## config.mk

```make
export PLATFORM = sky130hd
export DESIGN_NAME = moving_average_with_refill_unit
export DESIGN_NICKNAME = d
export VERILOG_FILES = /design/src/rtl/mawr_pkg.sv /design/src/rtl/moving_average_with_refill_unit.sv /design/src/rtl/mawr_ram.sv /design/src/rtl/mawr_ctrl.sv /design/src/rtl/mawr_dp.sv
export VERILOG_INCLUDE_DIRS = /design/src /design/src/rtl
export SDC_FILE = /design/constraint.sdc
export NUM_CORES = 1
export LEC_CHECK = 0
export BUFFER_PORTS_ARGS = -buffer_cell sky130_fd_sc_hd__buf_2
export CAP_MARGIN = 20
export CORE_MARGIN = 5
export CORE_UTILIZATION = 50
export CTS_CLUSTER_DIAMETER = 30
export DETAILED_ROUTE_END_ITERATION = 8
export GPL_TIMING_DRIVEN = 0
export HOLD_SLACK_MARGIN = 0.05
export PLACE_DENSITY = 0.68
export SKIP_LAST_GASP = 1
export SYNTH_ARGS = -nofsm -noshare
export SYNTH_HDL_FRONTEND = slang
export SYNTH_SLANG_ARGS = --single-unit
```

## constraint.sdc

```tcl
create_clock -name clk -period 2.9 [get_ports clk]
set_input_delay 0.58 -clock clk [delete_from_list [all_inputs] [get_ports clk]]
set_output_delay 0.58 -clock clk [all_outputs]
set_load 0.01 [all_outputs]
```

## src/rtl/moving_average_with_refill_unit_assert.svh

```systemverilog
// ----------------------------------------------------------------------------
// Assertion macros for the moving average unit
// Concurrent checks on the rising clock edge, disabled during reset.
// ----------------------------------------------------------------------------
`ifndef MOVING_AVERAGE_WITH_REFILL_UNIT_ASSERT_SVH
`define MOVING_AVERAGE_WITH_REFILL_UNIT_ASSERT_SVH
`ifndef SYNTH
`define MAWR_ASSERT(lbl, prop, msg) \
  lbl: assert property (@(posedge clk) disable iff (!rst_n) prop) else $error(msg);
`define MAWR_ASSERT_NEXT(lbl, ante, cons, msg) \
  lbl: assert property (@(posedge clk) disable iff (!rst_n) (ante) |=> (cons)) else $error(msg);
`else
`define MAWR_ASSERT(lbl, prop, msg)
`define MAWR_ASSERT_NEXT(lbl, ante, cons, msg)
`endif
`endif

```

## src/rtl/mawr_pkg.sv

```systemverilog
// ----------------------------------------------------------------------------
// mawr_pkg
// Shared constants and controller interface types of the moving average unit.
// ----------------------------------------------------------------------------
package mawr_pkg;

  localparam int          MAX_WINDOW_DEF = 64;
  localparam int          SAMPLE_W       = 16;
  localparam int          CFG_W          = 7;
  localparam logic [CFG_W-1:0] WINDOW_RESET = 7'd50;

  typedef struct packed {
    logic capture;
    logic rd_issue;
    logic div_init;
    logic div_step;
    logic out_load;
  } ctrl_cmd_t;

  typedef struct packed {
    logic walk_last;
    logic div_last;
    logic out_busy;
  } ctrl_sts_t;

endpackage

```

## src/rtl/moving_average_with_refill_unit.sv

```systemverilog
// ----------------------------------------------------------------------------
// moving_average_with_refill_unit
// Boxcar moving average of signed Q1.15 samples with whole-window refill.
// ----------------------------------------------------------------------------
// Each request on the input channel carries one sample and a restart flag.
// The unit answers each request with one result: the mean of the newest
// window_length samples, truncated toward zero. A restart request makes all
// store entries read as its sample, so its mean equals that sample.
// The window length must be written through cfg_wr_en and cfg_wr_data only
// while the unit is idle; the unit does not enforce this. Zero acts as one
// and values above MAX_WINDOW act as MAX_WINDOW.
// One request is processed at a time. The store is read one entry per
// cycle over the window, then a restoring divider produces one quotient
// bit per cycle. The next request is accepted in the cycle after the
// result is loaded. The result register holds while out_stall is high;
// a finished division waits for it before loading. Reset makes every
// store entry read as zero and sets the window length to 50.
// ----------------------------------------------------------------------------
module moving_average_with_refill_unit #(
  parameter int MAX_WINDOW = mawr_pkg::MAX_WINDOW_DEF
) (
  input  logic                                 clk,
  input  logic                                 rst_n,
  input  logic                                 cfg_wr_en,
  input  logic [mawr_pkg::CFG_W-1:0]           cfg_wr_data,
  input  logic                                 in_valid,
  output logic                                 in_stall,
  input  logic                                 in_restart,
  input  logic signed [mawr_pkg::SAMPLE_W-1:0] in_sample,
  output logic                                 out_valid,
  input  logic                                 out_stall,
  output logic signed [mawr_pkg::SAMPLE_W-1:0] out_mean
);
  import mawr_pkg::*;

  ctrl_cmd_t cmd;
  ctrl_sts_t sts;

  mawr_ctrl u_ctrl (
    .clk      (clk),
    .rst_n    (rst_n),
    .in_valid (in_valid),
    .in_stall (in_stall),
    .sts      (sts),
    .cmd      (cmd)
  );

  mawr_dp #(
    .MAX_WINDOW (MAX_WINDOW)
  ) u_dp (
    .clk         (clk),
    .rst_n       (rst_n),
    .cmd         (cmd),
    .sts         (sts),
    .cfg_wr_en   (cfg_wr_en),
    .cfg_wr_data (cfg_wr_data),
    .in_restart  (in_restart),
    .in_sample   (in_sample),
    .out_valid   (out_valid),
    .out_stall   (out_stall),
    .out_mean    (out_mean)
  );

endmodule

```

## src/rtl/mawr_ram.sv

```systemverilog
// ----------------------------------------------------------------------------
// mawr_ram
// Generic single-clock RAM with one write port and one registered read port.
// ----------------------------------------------------------------------------
module mawr_ram #(
  parameter int WIDTH = 16,
  parameter int DEPTH = 64
) (
  input  logic                     clk,
  input  logic                     wr_en,
  input  logic [$clog2(DEPTH)-1:0] wr_addr,
  input  logic [WIDTH-1:0]         wr_data,
  input  logic [$clog2(DEPTH)-1:0] rd_addr,
  output logic [WIDTH-1:0]         rd_data
);

  logic [WIDTH-1:0] mem [DEPTH];
  logic [WIDTH-1:0] rd_data_r;

  always_ff @(posedge clk) begin
    if (wr_en) begin
      mem[wr_addr] <= wr_data;
    end
    rd_data_r <= mem[rd_addr];
  end

  assign rd_data = rd_data_r;

endmodule

```

## src/rtl/mawr_ctrl.sv

```systemverilog
// ----------------------------------------------------------------------------
// mawr_ctrl
// Sequencer of the moving average unit: accept, window walk, divide, output.
// ----------------------------------------------------------------------------
`include "moving_average_with_refill_unit_assert.svh"

module mawr_ctrl (
  input  logic                 clk,
  input  logic                 rst_n,
  input  logic                 in_valid,
  output logic                 in_stall,
  input  mawr_pkg::ctrl_sts_t  sts,
  output mawr_pkg::ctrl_cmd_t  cmd
);
  import mawr_pkg::*;

  typedef enum logic [5:0] {
    S_IDLE  = 6'b000001,
    S_WALK  = 6'b000010,
    S_FLUSH = 6'b000100,
    S_PREP  = 6'b001000,
    S_DIV   = 6'b010000,
    S_FIN   = 6'b100000
  } state_t;

  state_t state_r, state_nxt;

  always_comb begin
    state_nxt = state_r;
    cmd       = '0;
    unique case (state_r)
      S_IDLE: begin
        if (in_valid) begin
          cmd.capture = 1'b1;
          state_nxt   = S_WALK;
        end
      end
      S_WALK: begin
        cmd.rd_issue = 1'b1;
        if (sts.walk_last) begin
          state_nxt = S_FLUSH;
        end
      end
      S_FLUSH: begin
        state_nxt = S_PREP;
      end
      S_PREP: begin
        cmd.div_init = 1'b1;
        state_nxt    = S_DIV;
      end
      S_DIV: begin
        cmd.div_step = 1'b1;
        if (sts.div_last) begin
          state_nxt = S_FIN;
        end
      end
      S_FIN: begin
        if (!sts.out_busy) begin
          cmd.out_load = 1'b1;
          state_nxt    = S_IDLE;
        end
      end
      default: begin
        state_nxt = S_IDLE;
      end
    endcase
  end

  always_ff @(posedge clk) begin
    if (!rst_n) begin
      state_r <= S_IDLE;
    end else begin
      state_r <= state_nxt;
    end
  end

  assign in_stall = (state_r != S_IDLE);

  `MAWR_ASSERT_NEXT(a_accept_walks, in_valid && !in_stall, state_r == S_WALK, "Accepted request did not start the window walk.")
  `MAWR_ASSERT_NEXT(a_walk_ends, state_r == S_WALK && sts.walk_last, state_r == S_FLUSH, "Window walk did not end after its last read.")
  `MAWR_ASSERT(a_load_free, cmd.out_load |-> !sts.out_busy, "Result loaded over a stalled result.")

endmodule

```

## src/rtl/mawr_dp.sv

```systemverilog
// ----------------------------------------------------------------------------
// mawr_dp
// Datapath: sample store, window accumulator and bit-serial divider.
// ----------------------------------------------------------------------------
`include "moving_average_with_refill_unit_assert.svh"

module mawr_dp #(
  parameter int MAX_WINDOW = mawr_pkg::MAX_WINDOW_DEF
) (
  input  logic                                clk,
  input  logic                                rst_n,
  input  mawr_pkg::ctrl_cmd_t                 cmd,
  output mawr_pkg::ctrl_sts_t                 sts,
  input  logic                                cfg_wr_en,
  input  logic [mawr_pkg::CFG_W-1:0]          cfg_wr_data,
  input  logic                                in_restart,
  input  logic signed [mawr_pkg::SAMPLE_W-1:0] in_sample,
  output logic                                out_valid,
  input  logic                                out_stall,
  output logic signed [mawr_pkg::SAMPLE_W-1:0] out_mean
);
  import mawr_pkg::*;

  localparam int ADDR_W = $clog2(MAX_WINDOW);
  localparam int LEN_W  = $clog2(MAX_WINDOW + 1);
  localparam int SUM_W  = SAMPLE_W + $clog2(MAX_WINDOW);
  localparam int DCNT_W = $clog2(SUM_W);
  localparam logic [ADDR_W-1:0] LAST_ADDR = ADDR_W'(MAX_WINDOW - 1);
  localparam logic [LEN_W-1:0]  MAX_LEN   = LEN_W'(MAX_WINDOW);
  localparam logic [DCNT_W-1:0] DIV_LAST  = DCNT_W'(SUM_W - 1);

  logic [CFG_W-1:0]           wl_r;
  logic [ADDR_W-1:0]          pos_r, pos_nxt;
  logic [LEN_W-1:0]           cnt_r;
  logic signed [SAMPLE_W-1:0] fill_r;
  logic [LEN_W-1:0]           len_r, len_eff;
  logic [ADDR_W-1:0]          rd_addr_r;
  logic [LEN_W-1:0]           k_r;
  logic                       rd_pend_r;
  logic                       hit_r;
  logic signed [SUM_W-1:0]    acc_r;
  logic signed [SAMPLE_W-1:0] rd_data;
  logic signed [SAMPLE_W-1:0] term;
  logic                       neg_r;
  logic [SUM_W-1:0]           mag_r;
  logic [LEN_W-1:0]           rem_r;
  logic [LEN_W:0]             trial;
  logic                       trial_ge;
  logic [DCNT_W-1:0]          dcnt_r;
  logic [SAMPLE_W:0]          quot;
  logic [SAMPLE_W:0]          quot_signed;
  logic                       out_valid_r;
  logic signed [SAMPLE_W-1:0] out_mean_r;

  always_comb begin
    if (wl_r == '0) begin
      len_eff = LEN_W'(1);
    end else if (int'(wl_r) > MAX_WINDOW) begin
      len_eff = MAX_LEN;
    end else begin
      len_eff = LEN_W'(wl_r);
    end
  end

  assign pos_nxt = (pos_r == LAST_ADDR) ? '0 : pos_r + ADDR_W'(1);

  mawr_ram #(
    .WIDTH (SAMPLE_W),
    .DEPTH (MAX_WINDOW)
  ) u_store (
    .clk     (clk),
    .wr_en   (cmd.capture),
    .wr_addr (pos_nxt),
    .wr_data (in_sample),
    .rd_addr (rd_addr_r),
    .rd_data (rd_data)
  );

  // Entries not written since the last refill read as the refill sample.
  assign term     = hit_r ? rd_data : fill_r;
  assign trial    = {rem_r, mag_r[SUM_W-1]};
  assign trial_ge = (trial >= {1'b0, len_r});
  assign quot     = mag_r[SAMPLE_W:0];
  assign quot_signed = neg_r ? (~quot + (SAMPLE_W+1)'(1)) : quot;

  always_ff @(posedge clk) begin
    if (!rst_n) begin
      wl_r        <= WINDOW_RESET;
      pos_r       <= '0;
      cnt_r       <= '0;
      fill_r      <= '0;
      rd_pend_r   <= 1'b0;
      out_valid_r <= 1'b0;
    end else begin
      if (cfg_wr_en) begin
        wl_r <= cfg_wr_data;
      end
      rd_pend_r <= cmd.rd_issue;
      if (cmd.capture) begin
        pos_r <= pos_nxt;
        if (in_restart) begin
          fill_r <= in_sample;
          cnt_r  <= LEN_W'(1);
        end else if (cnt_r != MAX_LEN) begin
          cnt_r <= cnt_r + LEN_W'(1);
        end
      end
      if (cmd.out_load) begin
        out_valid_r <= 1'b1;
      end else if (!out_stall) begin
        out_valid_r <= 1'b0;
      end
    end
  end

  always_ff @(posedge clk) begin
    if (cmd.capture) begin
      len_r     <= len_eff;
      rd_addr_r <= pos_nxt;
      k_r       <= '0;
      acc_r     <= '0;
    end
    if (cmd.rd_issue) begin
      rd_addr_r <= (rd_addr_r == '0) ? LAST_ADDR : rd_addr_r - ADDR_W'(1);
      k_r       <= k_r + LEN_W'(1);
      hit_r     <= (k_r < cnt_r);
    end
    if (rd_pend_r) begin
      acc_r <= acc_r + SUM_W'(term);
    end
    if (cmd.div_init) begin
      neg_r  <= acc_r[SUM_W-1];
      mag_r  <= acc_r[SUM_W-1] ? (~acc_r + SUM_W'(1)) : acc_r;
      rem_r  <= '0;
      dcnt_r <= '0;
    end
    if (cmd.div_step) begin
      rem_r  <= trial_ge ? LEN_W'(trial - {1'b0, len_r}) : LEN_W'(trial);
      mag_r  <= {mag_r[SUM_W-2:0], trial_ge};
      dcnt_r <= dcnt_r + DCNT_W'(1);
    end
    if (cmd.out_load) begin
      out_mean_r <= quot_signed[SAMPLE_W-1:0];
    end
  end

  assign sts.walk_last = (k_r == len_r - LEN_W'(1));
  assign sts.div_last  = (dcnt_r == DIV_LAST);
  assign sts.out_busy  = out_valid_r & out_stall;

  assign out_valid = out_valid_r;
  assign out_mean  = out_mean_r;

  `MAWR_ASSERT(a_acc_done, cmd.div_init |-> !rd_pend_r, "Division started before the last sample was summed.")
  `MAWR_ASSERT(a_cnt_range, cnt_r <= MAX_LEN, "Written count exceeds the store depth.")
  `MAWR_ASSERT_NEXT(a_pos_step, cmd.capture, rd_addr_r == pos_r, "Window walk does not start at the newest entry.")

endmodule

```

Word level (Yosys, flattened, before mapping)
Memory sizes are Yosys's and may differ from the RTL's. A register that Yosys moved wholly into a read port is not among the register bits. Index checks and enable logic that the tools add are counted.

Memory bits (writable): 1024. Output and inout bits: 18. Bits in registers: 138. Bits of input ports: 29. Bits in read-only memories: 0. Memories kept: 1. Bits in latches: 0. Logic and storage cells: 98.

Memories: u_dp.u_store.mem (depth 64, width 16, rd ports 1, clocked after Yosys merged registers in 1, wr ports 1, line mawr_ram.sv:17) `logic [WIDTH-1:0] mem [DEPTH];`.

Reduce and logical (&&, ||, !) cells: 10. Order comparisons: 3. Shift-type cells: 0. Muxes and demuxes: 37. Multiply operators: 0. Divide/modulo/power cells: 0. Add/subtract/negate cells: 10. Equal/unequal tests: 16. Bitwise operators: 3.

Operators by type and width (count): $mux W22 (5); $mux W7 (8); $mux W6 (8); $pmux W6 S6 (1); $mux W16 (2); $add A22 B16 Y22 (1); $add A22 B2 Y22 const B (1); $not A22 Y22 (1); $add A16 B1 Y16 const B (1); $not A16 Y16 (1); $add A7 B1 Y7 const B (2); $eq A6 B6 Y1 const B (2); $mux W1 (11); $mux W5 (2); $ge A8 B7 Y1 (1); $ne A2 B2 Y1 const B (4); $reduce_bool A2 Y1 (4); $eq A7 B7 Y1 (1); $gt A7 B7 Y1 const B (1); $logic_not A7 Y1 (1); $lt A7 B7 Y1 (1); $ne A7 B7 Y1 const B (1); $sub A7 B1 Y7 const B (1); $sub A7 B7 Y7 (1); 16 further kinds (17).

Logic depth before layout (Yosys ltp)
Gate-level depths: netlist (run 1).

Word-level depth: 5. Mapped depth: 11. Depth with buffers taken out: 10.

Cells and area by module
Synthesis (run 1) repeated with hierarchy kept, for this count alone.

Cell total of the unflattened synthesis: 2679. Area, all modules: 48335.1 µm².

By module, submodules not included: mawr_ram (sequential area each 31069.8 µm², cells each 1829, times used 1, area an instance 40042.2 µm²); mawr_dp (sequential area each 3583.4 µm², cells each 808, times used 1, area an instance 7925.1 µm²); mawr_ctrl (sequential area each 120.1 µm², cells each 42, times used 1, area an instance 367.9 µm²).

Worst setup path after synthesis (run 1)
No wires, ideal clock.

Path kind: reg2reg. Start: register u_dp.hit_r. End: register u_dp.acc_r[19], data pin. Arrival time: 3.012 ns. Path slack: -0.247 ns. Path buffers: 2. Required time: 2.765 ns. Clock period less this slack: 3.147 ns. Library setup time: 0.135 ns. Stages on the path, launching flop included: 11. Cells stage by stage: edfxtp_1 clkbuf_1 buf_1 mux2_2 ha_1 a211oi_1 nor3b_1 o41ai_2 a211oi_1 or4_1 nand3_1.

Cells in the longest elaborated chain, start to end: 3.

Ends and longest elaborated chain: from (decl) (line mawr_dp.sv:40) `logic hit_r;`; from (signal assigned) (line mawr_dp.sv:126) `hit_r <= (k_r < cnt_r);`; $mux W16 (line mawr_dp.sv:80) `assign term = hit_r ? rd_data : fill_r;`; $add A22 B16 Y22 (line mawr_dp.sv:129) `acc_r <= acc_r + SUM_W'(term);`; $mux W22 (line mawr_dp.sv:128) `if (rd_pend_r) begin`; to (signal assigned) (line mawr_dp.sv:129); to (decl) (line mawr_dp.sv:41) `logic signed [SUM_W-1:0] acc_r;`.

Every way passes these cells. A chain may end at the register's enable or synchronous reset.

==> impl_results.md, run 1 <==
- Initial antenna violation count: 1
- Number of diodes: 0
- Worst skew pair latency: approximately 800 ps
- Seq/Total Area, Yosys: 0.7269
- Mapped Cells: ~2600
- Final Hold Fails: 0
- Routed wire length per instance: 29.04 um
- Clock period minus worst slack: 2964 ps
- GR Layer Usage met3: 0.05688
- Synthesized net count: 2632
- Max Clock Freq: 0.3373 GHz
- Max rail drop VDD: a little over 0.0006 V
- DR vias/cell: ~6
- Power density over the cells: ~830 nW/um^2
- I/O Pins: 47
- Slew HR: 0.3290
- Critical path class: register to register
- Arrival @ worst endpoint: approximately 3600 ps
- Failing checks: negative setup slack
- DIE AREA: 102000 um^2
- Number of flops mapped to enable cells by yosys: 1118
- GR Layer Usage met1: 0.3313
- Type of the worst min-delay path: primary input to register
- Tot Pwr: between 40 and 50 mW
- Routability cong.: 0.9439
- Global router's overall resource usage: 0.2450
- Dominant cell type by area after synthesis: edfxtp_1
- Initial Utilization: 0.5035
- Setup TNS: -222.9 ps
- Non-Filler Instances: 4382
- Share of the synthesized area in the top cell type: 0.7018
- Critical path endpoint category: register
- Final Setup Violations: 11
- Worst-margin pin slew: 1006 ps
- Static Leak: between 15 and 20 nW
- Die height: 319.3 um
- Post-route DRC: 0
- Clock-pin transition on the worst setup and hold timing paths: 50 ps
- Area occupied by multi-input gates: roughly 13000 um^2
- TritonCTS clock tree: yes
- Initial detailed-routing violation count: 3124
- Core area: approximately 95000 um^2
- #FFs+latches synth: roughly 1200
- Num CTS Buffers: a little over 200
- Max Clock Skew: roughly 36 ps
- Final net count: between 3000 and 4000
- Synth cell types: between 60 and 70
- Max Buffers Root-to-Sink: 3
- Top cells by area, synth: edfxtp_1, mux4_2, dfxtp_1, nor2_1, mux2i_1
- Maximum fanout along the worst path: 10
- Final period utilization: 1.022
- Register Area: approximately 35000 um^2
- Maxcap violations: 0
- Grt ovf: 0
- Layout area overhead: 25.31%
- Die X: ~320 um
- Placed cells: 3937
- Asr flop ratio synth: 0
- DP HPWL: slightly below 80000 um
- Type of origin of the critical path: register
- Largest net degree at the start of global routing: 66
- YS warnings: 0
- Dominant synthesized flop cell: edfxtp_1
- H-tree lvl count: 4
- GRT busiest layer: met2
- CTS root buf: clkbuf_16
- # port buffers: between 40 and 50
- Global-route wire length before repair: 184000 um
- Final WS setup: -64.45 ps
- Clock sinks: between 1000 and 1500
- Place WS: -852.2 ps
- Number of global-route vias before repair: ~27000
- Fill cells: between 6000 and 7000
- RSZ-0062 raised after global routing: yes
- DRT Pass-1 Iters: 6
- Syn avg cell area: around 19 um^2
- Status: finished, violations left
- Cell Area, Synth: between 40000 and 50000 um^2
- Site row count: around 110
- Layout cells sized above 1: 0.3346
- Critical path data required time: ~3600 ps
- Final max-slew violation count: 0
- Vias: about 27000
- Detailed-route wire length: approximately 130000 um
- ANT nets after route: 0
- Met2 GRT Util: 0.3961
- Flop-to-flop setup slack: -60 ps
==> critical path, cell delays in order, from the launching register on <==
cell and delay (ps):
edfxtp_1 330, clkbuf_1 590, clkbuf_1 810, nand2_1 410
o221ai_1 360, nor2_2 110, nor2_1 230
==> per-layer routing <==
layer	share of wire	wire, um
met5	0	0
met4	0.036	4535
met3	0.090	11510
met2	0.49	62070
met1	0.39	49130
==> power breakdown <==
| part | total [mW] | internal [mW] | switching [mW] |
|---|---|---|---|
| Combinational | 6.65 | 2.72 | 3.93 |
| Clock | 24.0 | 15.3 | 8.71 |
| Sequential | 19.2 | 19.0 | 0.214 |
| Total | 49.9 | 37.0 | 12.8 |
==> layout by cell type, fill, tap and decap left out, drive strengths merged, types with 6 or more instances in the layout <==
cell type | netlist | final
and2 | 6 | 6
edfxtp | 1118 | 1118
nand2 | 127 | 127
o221ai | 12 | 12
clkinvlp | 0 | 27
or4 | 6 | 6
nor3 | 35 | 35
or3 | 6 | 6
a31oi | 13 | 13
clkinv | 2 | 68
nand3 | 29 | 29
nor2b | 24 | 24
mux4 | 288 | 288
bufinv | 0 | 22
buf | 54 | 231
mux2i | 60 | 60
dfxtp | 60 | 60
and3 | 7 | 7
o21ai | 57 | 57
nand3b | 6 | 6
a211oi | 27 | 27
o21a | 10 | 10
nand2b | 15 | 15
clkbuf | 69 | 296
o22ai | 25 | 25
ha | 45 | 45
dlygate4sd3 | 0 | 9
a311oi | 6 | 6
a21oi | 74 | 74
nor2 | 167 | 167
xor2 | 27 | 27
inv | 36 | 69
o31ai | 14 | 14
xnor2 | 40 | 40
mux2 | 15 | 15
a21o | 10 | 10
nand4 | 6 | 6
==> Yosys cell counts (13+ instances only) <==
cell	number
edfxtp_1	1118
mux4_2	288
nor2_1	167
nand2_1	127
a21oi_1	73
clkbuf_1	68
dfxtp_1	60
mux2i_1	60
o21ai_0	54
ha_1	45
xnor2_1	40
buf_2	35
nor3_1	35
inv_1	34
nand3_1	29
a211oi_1	27
xor2_1	27
o22ai_1	25
nor2b_1	24
mux2_2	15
nand2b_1	15
o31ai_1	14
a31oi_1	13
==> flip-flops by register name, summed over array words and instances, names as in the netlist, 7 cells and up <==
name	cells
u_dp.mag_r	22
u_dp.u_store.mem	1024
u_dp.k_r	7
u_dp.wl_r	7
u_dp.out_mean	16
u_dp.len_r	7
u_dp.fill_r	16
u_dp.u_store.rd_data	16
u_dp.cnt_r	7
u_dp.acc_r	22
u_dp.rem_r	7
==> metrics by stage <==
stage               cell area, um^2  hold WS (ps)  utilization
floorplan                     47850         433.8            -
global placement              49660         439.4       0.5227
detailed placement            50950         446.3       0.5362
CTS                           59370         50.25       0.6249
global route                  59950         98.36       0.6310
finish                        59950         105.6       0.6310
==> layout make-up <==
class / instances / share of cell area
flip-flops and latches: 1178 / 0.5801
multi-input cells: 1217 / 0.2213
clock buffers: 231 / 0.08877
repair buffers: 187 / 0.03918
clock inverters: 148 / 0.02822
well taps: 1265 / 0.02640
plain buffers: 118 / 0.01363
inverters: 38 / 0.002442
==> what timing repair did <==
| action | in CTS | in global routing |
|---|---|---|
| pin swaps | 34 | 24 |
| endpoints found under the setup margin | 1045 | 636 |
| endpoints found under the hold margin | 6 | 0 |
| hold buffers | 9 | 0 |
| setup buffers | 39 | 14 |
| resized for setup | 211 | 63 |
==> cell families (layout without fill, tap and decap cells) <==
group	after synthesis	count (layout)	share of synthesized area
AOI/OAI and AO/OA	285	285	0.03866
and+or+nand+nor	454	454	0.04326
xor gates and xnor gates	68	68	0.01274
adders and majority gates	47	47	0.01261
muxes	363	363	0.1517
buffers and inverters	161	722	0.01420
DFF	1178	1178	0.7269
==> final timing paths <==
check | end | cells past startpoint | start
hold / removal | u_dp.wl_r[3] | 3 | cfg_wr_data[3]
setup / recovery | u_dp.u_store.rd_data[2] | 6 | u_dp.rd_addr_r[3]
hold reg to reg | u_dp.fill_r[12] | 2 | u_dp.fill_r[12]
setup reg to reg | u_dp.u_store.rd_data[2] | 6 | u_dp.rd_addr_r[3]
No activity file was read; power rests on OpenSTA's default activity.
==> inputs of run 2 (changes only) <==
==> constraint.sdc (replaced) <==
create_clock -name clk -period 2.9 [get_ports clk]
set_input_delay 0.29 -clock clk [delete_from_list [all_inputs] [get_ports clk]]
set_output_delay 0.29 -clock clk [all_outputs]
set_load 0.01 [all_outputs]
==> run 2 against run 1 <==
  * The flow still finishes with violations (negative setup slack)
  * Design area rose by 0.46%
  * Largest power group unchanged
  * Non-clock buffer count up 27
  * Critical endpoint is now u_dp.u_store.rd_data[9]
  * Die area unchanged
  * Clock-buffer cell count unchanged
  * Setup slack improved by 18 ps
  * Critical path depth grew 1
  * Critical path type unchanged
==> impl_results.md, run 2 (synthesis results as in run 1) <==
- Status: finished, violations left
- Failing checks: negative setup slack
- Static Leak: 19.99 nW
- Worst Setup SP: u_dp.rd_addr_r[0]
- Post-route DRC: 0
- Final Setup Violations: 6
- Initial detailed-routing violation count: 3040
- Max rail drop VDD: 0.0006140 V
- Slowest CP cell: mux4_2
- Max Buffers Root-to-Sink: 3
- Flop-to-flop setup slack: -50 ps
- Commonest non-fill, non-tap cell in the layout: edfxtp_1
- Die height: 319.3 um
- Critical path endpoint category: register
- Placed cells: between 3000 and 4000
- Final WS setup: -46.20 ps
- Final period utilization: 1.016
- Final net count: 3045
- Site row count: 113
- Max Clock Skew: roughly 33 ps
- Total number of cells along the worst setup path: 7
- Worst-margin pin slew: around 1000 ps
- Largest regs: u_dp.u_store.mem: 1024 flops, u_dp.acc_r: 22 flops, u_dp.mag_r: 22 flops
- Slew HR: 0.3143
- Clock period minus worst slack: just under 3000 ps
- CP bufs+invs: 3
- Layout area overhead: 25.88%
- Arrival @ worst endpoint: approximately 3600 ps
- DIE AREA: ~100000 um^2
- # port buffers: 45
- Top reg by flops: u_dp.u_store.mem
- Clock sinks: 1178
- Critical Path Max Stage Delay: ~570 ps
- Post-layout util: 0.6338
- Number of global-route vias before repair: about 28000
- Detailed-route wire length: between 100000 and 150000 um
- Final max-slew violation count: 0
- Initial Utilization: 0.5035
- TritonCTS clock tree: yes
- Hold Crit Depth: 1
- Register Area: around 35000 um^2
- Max reg flops: between 1000 and 1500
- RSZ-0062 raised after global routing: yes
- Non-Filler Instances: 4410
- Routed wire length per instance: approximately 29 um
- Place WS: -852.2 ps
- Layout cells sized above 1: 0.3317
- Max Clock Freq: between 0.3 and 0.4 GHz
- Area occupied by multi-input gates: ~13000 um^2
- Fill cells: ~6300
- Reg2reg path depth: 7
- Die X: 319.3 um
- Maxcap violations: 0
- Worst R2R Start: u_dp.rd_addr_r[0]
- Routability cong.: 0.9439
- Clock-pin transition on the worst setup and hold timing paths: roughly 50 ps
- Global-route wire length before repair: roughly 180000 um
- Critical path class: register to register
- Tot Pwr: between 40 and 50 mW
- DR vias/cell: 6.172
- Commonest non-fill, non-tap cells in the layout: edfxtp_1, mux4_2, clkbuf_16, nand2_1, nor2_1
- Maximum fanout along the worst path: 10
- Critical path data required time: about 3500 ps
- I/O Pins: 47
- Hold_sp: in_sample[5]
- Num CTS Buffers: around 200
- Type of origin of the critical path: register
- Final Hold Fails: 0
- Core area: roughly 95000 um^2
- Setup TNS: -98.86 ps
- DP HPWL: roughly 79000 um
- CTS root buf: clkbuf_16
- Worst skew pair latency: roughly 800 ps
- R2R Path End: u_dp.u_store.rd_data[9]
- WHS Endpoint: u_dp.u_store.mem[31][5]
- Crit-path leading delay family: multiplexers
- Global router's overall resource usage: 0.2455
- Largest net degree at the start of global routing: 66
- Initial antenna violation count: 1
- H-tree lvl count: 4
- Power density over the cells: 829.0 nW/um^2
- Vias: about 27000
- DRT Pass-1 Iters: 7
- ANT nets after route: 0
- Grt ovf: 0
- Type of the worst min-delay path: primary input to register
- CP cell instances: buf_4, buf_8, buf_4, mux4_2, mux4_2, o22ai_2, nor2_1
==> run 2: metrics by stage <==
| stage | hold WS (ps) | cell area (um^2) |
|---|---|---|
| 6_report | 115.0 | 60220 |
| 5_1_grt | 114.9 | 60220 |
| 4_1_cts | 61.57 | 59550 |
| 3_5_place_dp | 446.3 | 50950 |
| 3_3_place_gp | 439.4 | 49660 |
| 2_1_floorplan | 351.9 | 47850 |
==> run 2: how the worst max path moves through the flow <==
stage	endpoint
2_1_floorplan	u_dp.acc_r[19]
3_3_place_gp	u_dp.u_store.mem[19][9]
3_5_place_dp	u_dp.u_store.mem[43][0]
5_1_grt	u_dp.acc_r[20]
4_1_cts	u_dp.acc_r[20]
6_report	u_dp.u_store.rd_data[9]
==> run 2: layer usage <==
layer / global-route usage / wire length (um) / vias up
li1: - / - / 11310
met1: 0.3317 / 49470 / 14150
met2: 0.3975 / 62180 / 1492
met3: 0.05676 / 11320 / 270
met4: 0.08878 / 4543 / 0
met5: 0 / 0 / -
==> run 2: final cells by class <==
cell class | instances | area share
antenna | 1 | 0.00004155
buffer | 118 | 0.01357
clock buffer | 231 | 0.08836
clock inverter | 148 | 0.02809
inverter | 38 | 0.002431
multi-input combinational | 1217 | 0.2203
sequential | 1178 | 0.5774
tap | 1265 | 0.02628
timing repair buffer | 214 | 0.04349
==> run 2: where the power goes <==
group	switching, mW	internal, mW
Clock	8.71	15.3
Sequential	0.214	19.0
Combinational	3.93	2.75
==> run 2: what timing repair did <==
action,in CTS,in global routing
gates resized for setup,211,63
hold endpoints to repair,119,124
setup endpoints to repair,1045,636
pin swaps,34,24
buffers inserted,39,14
hold buffers,27,9
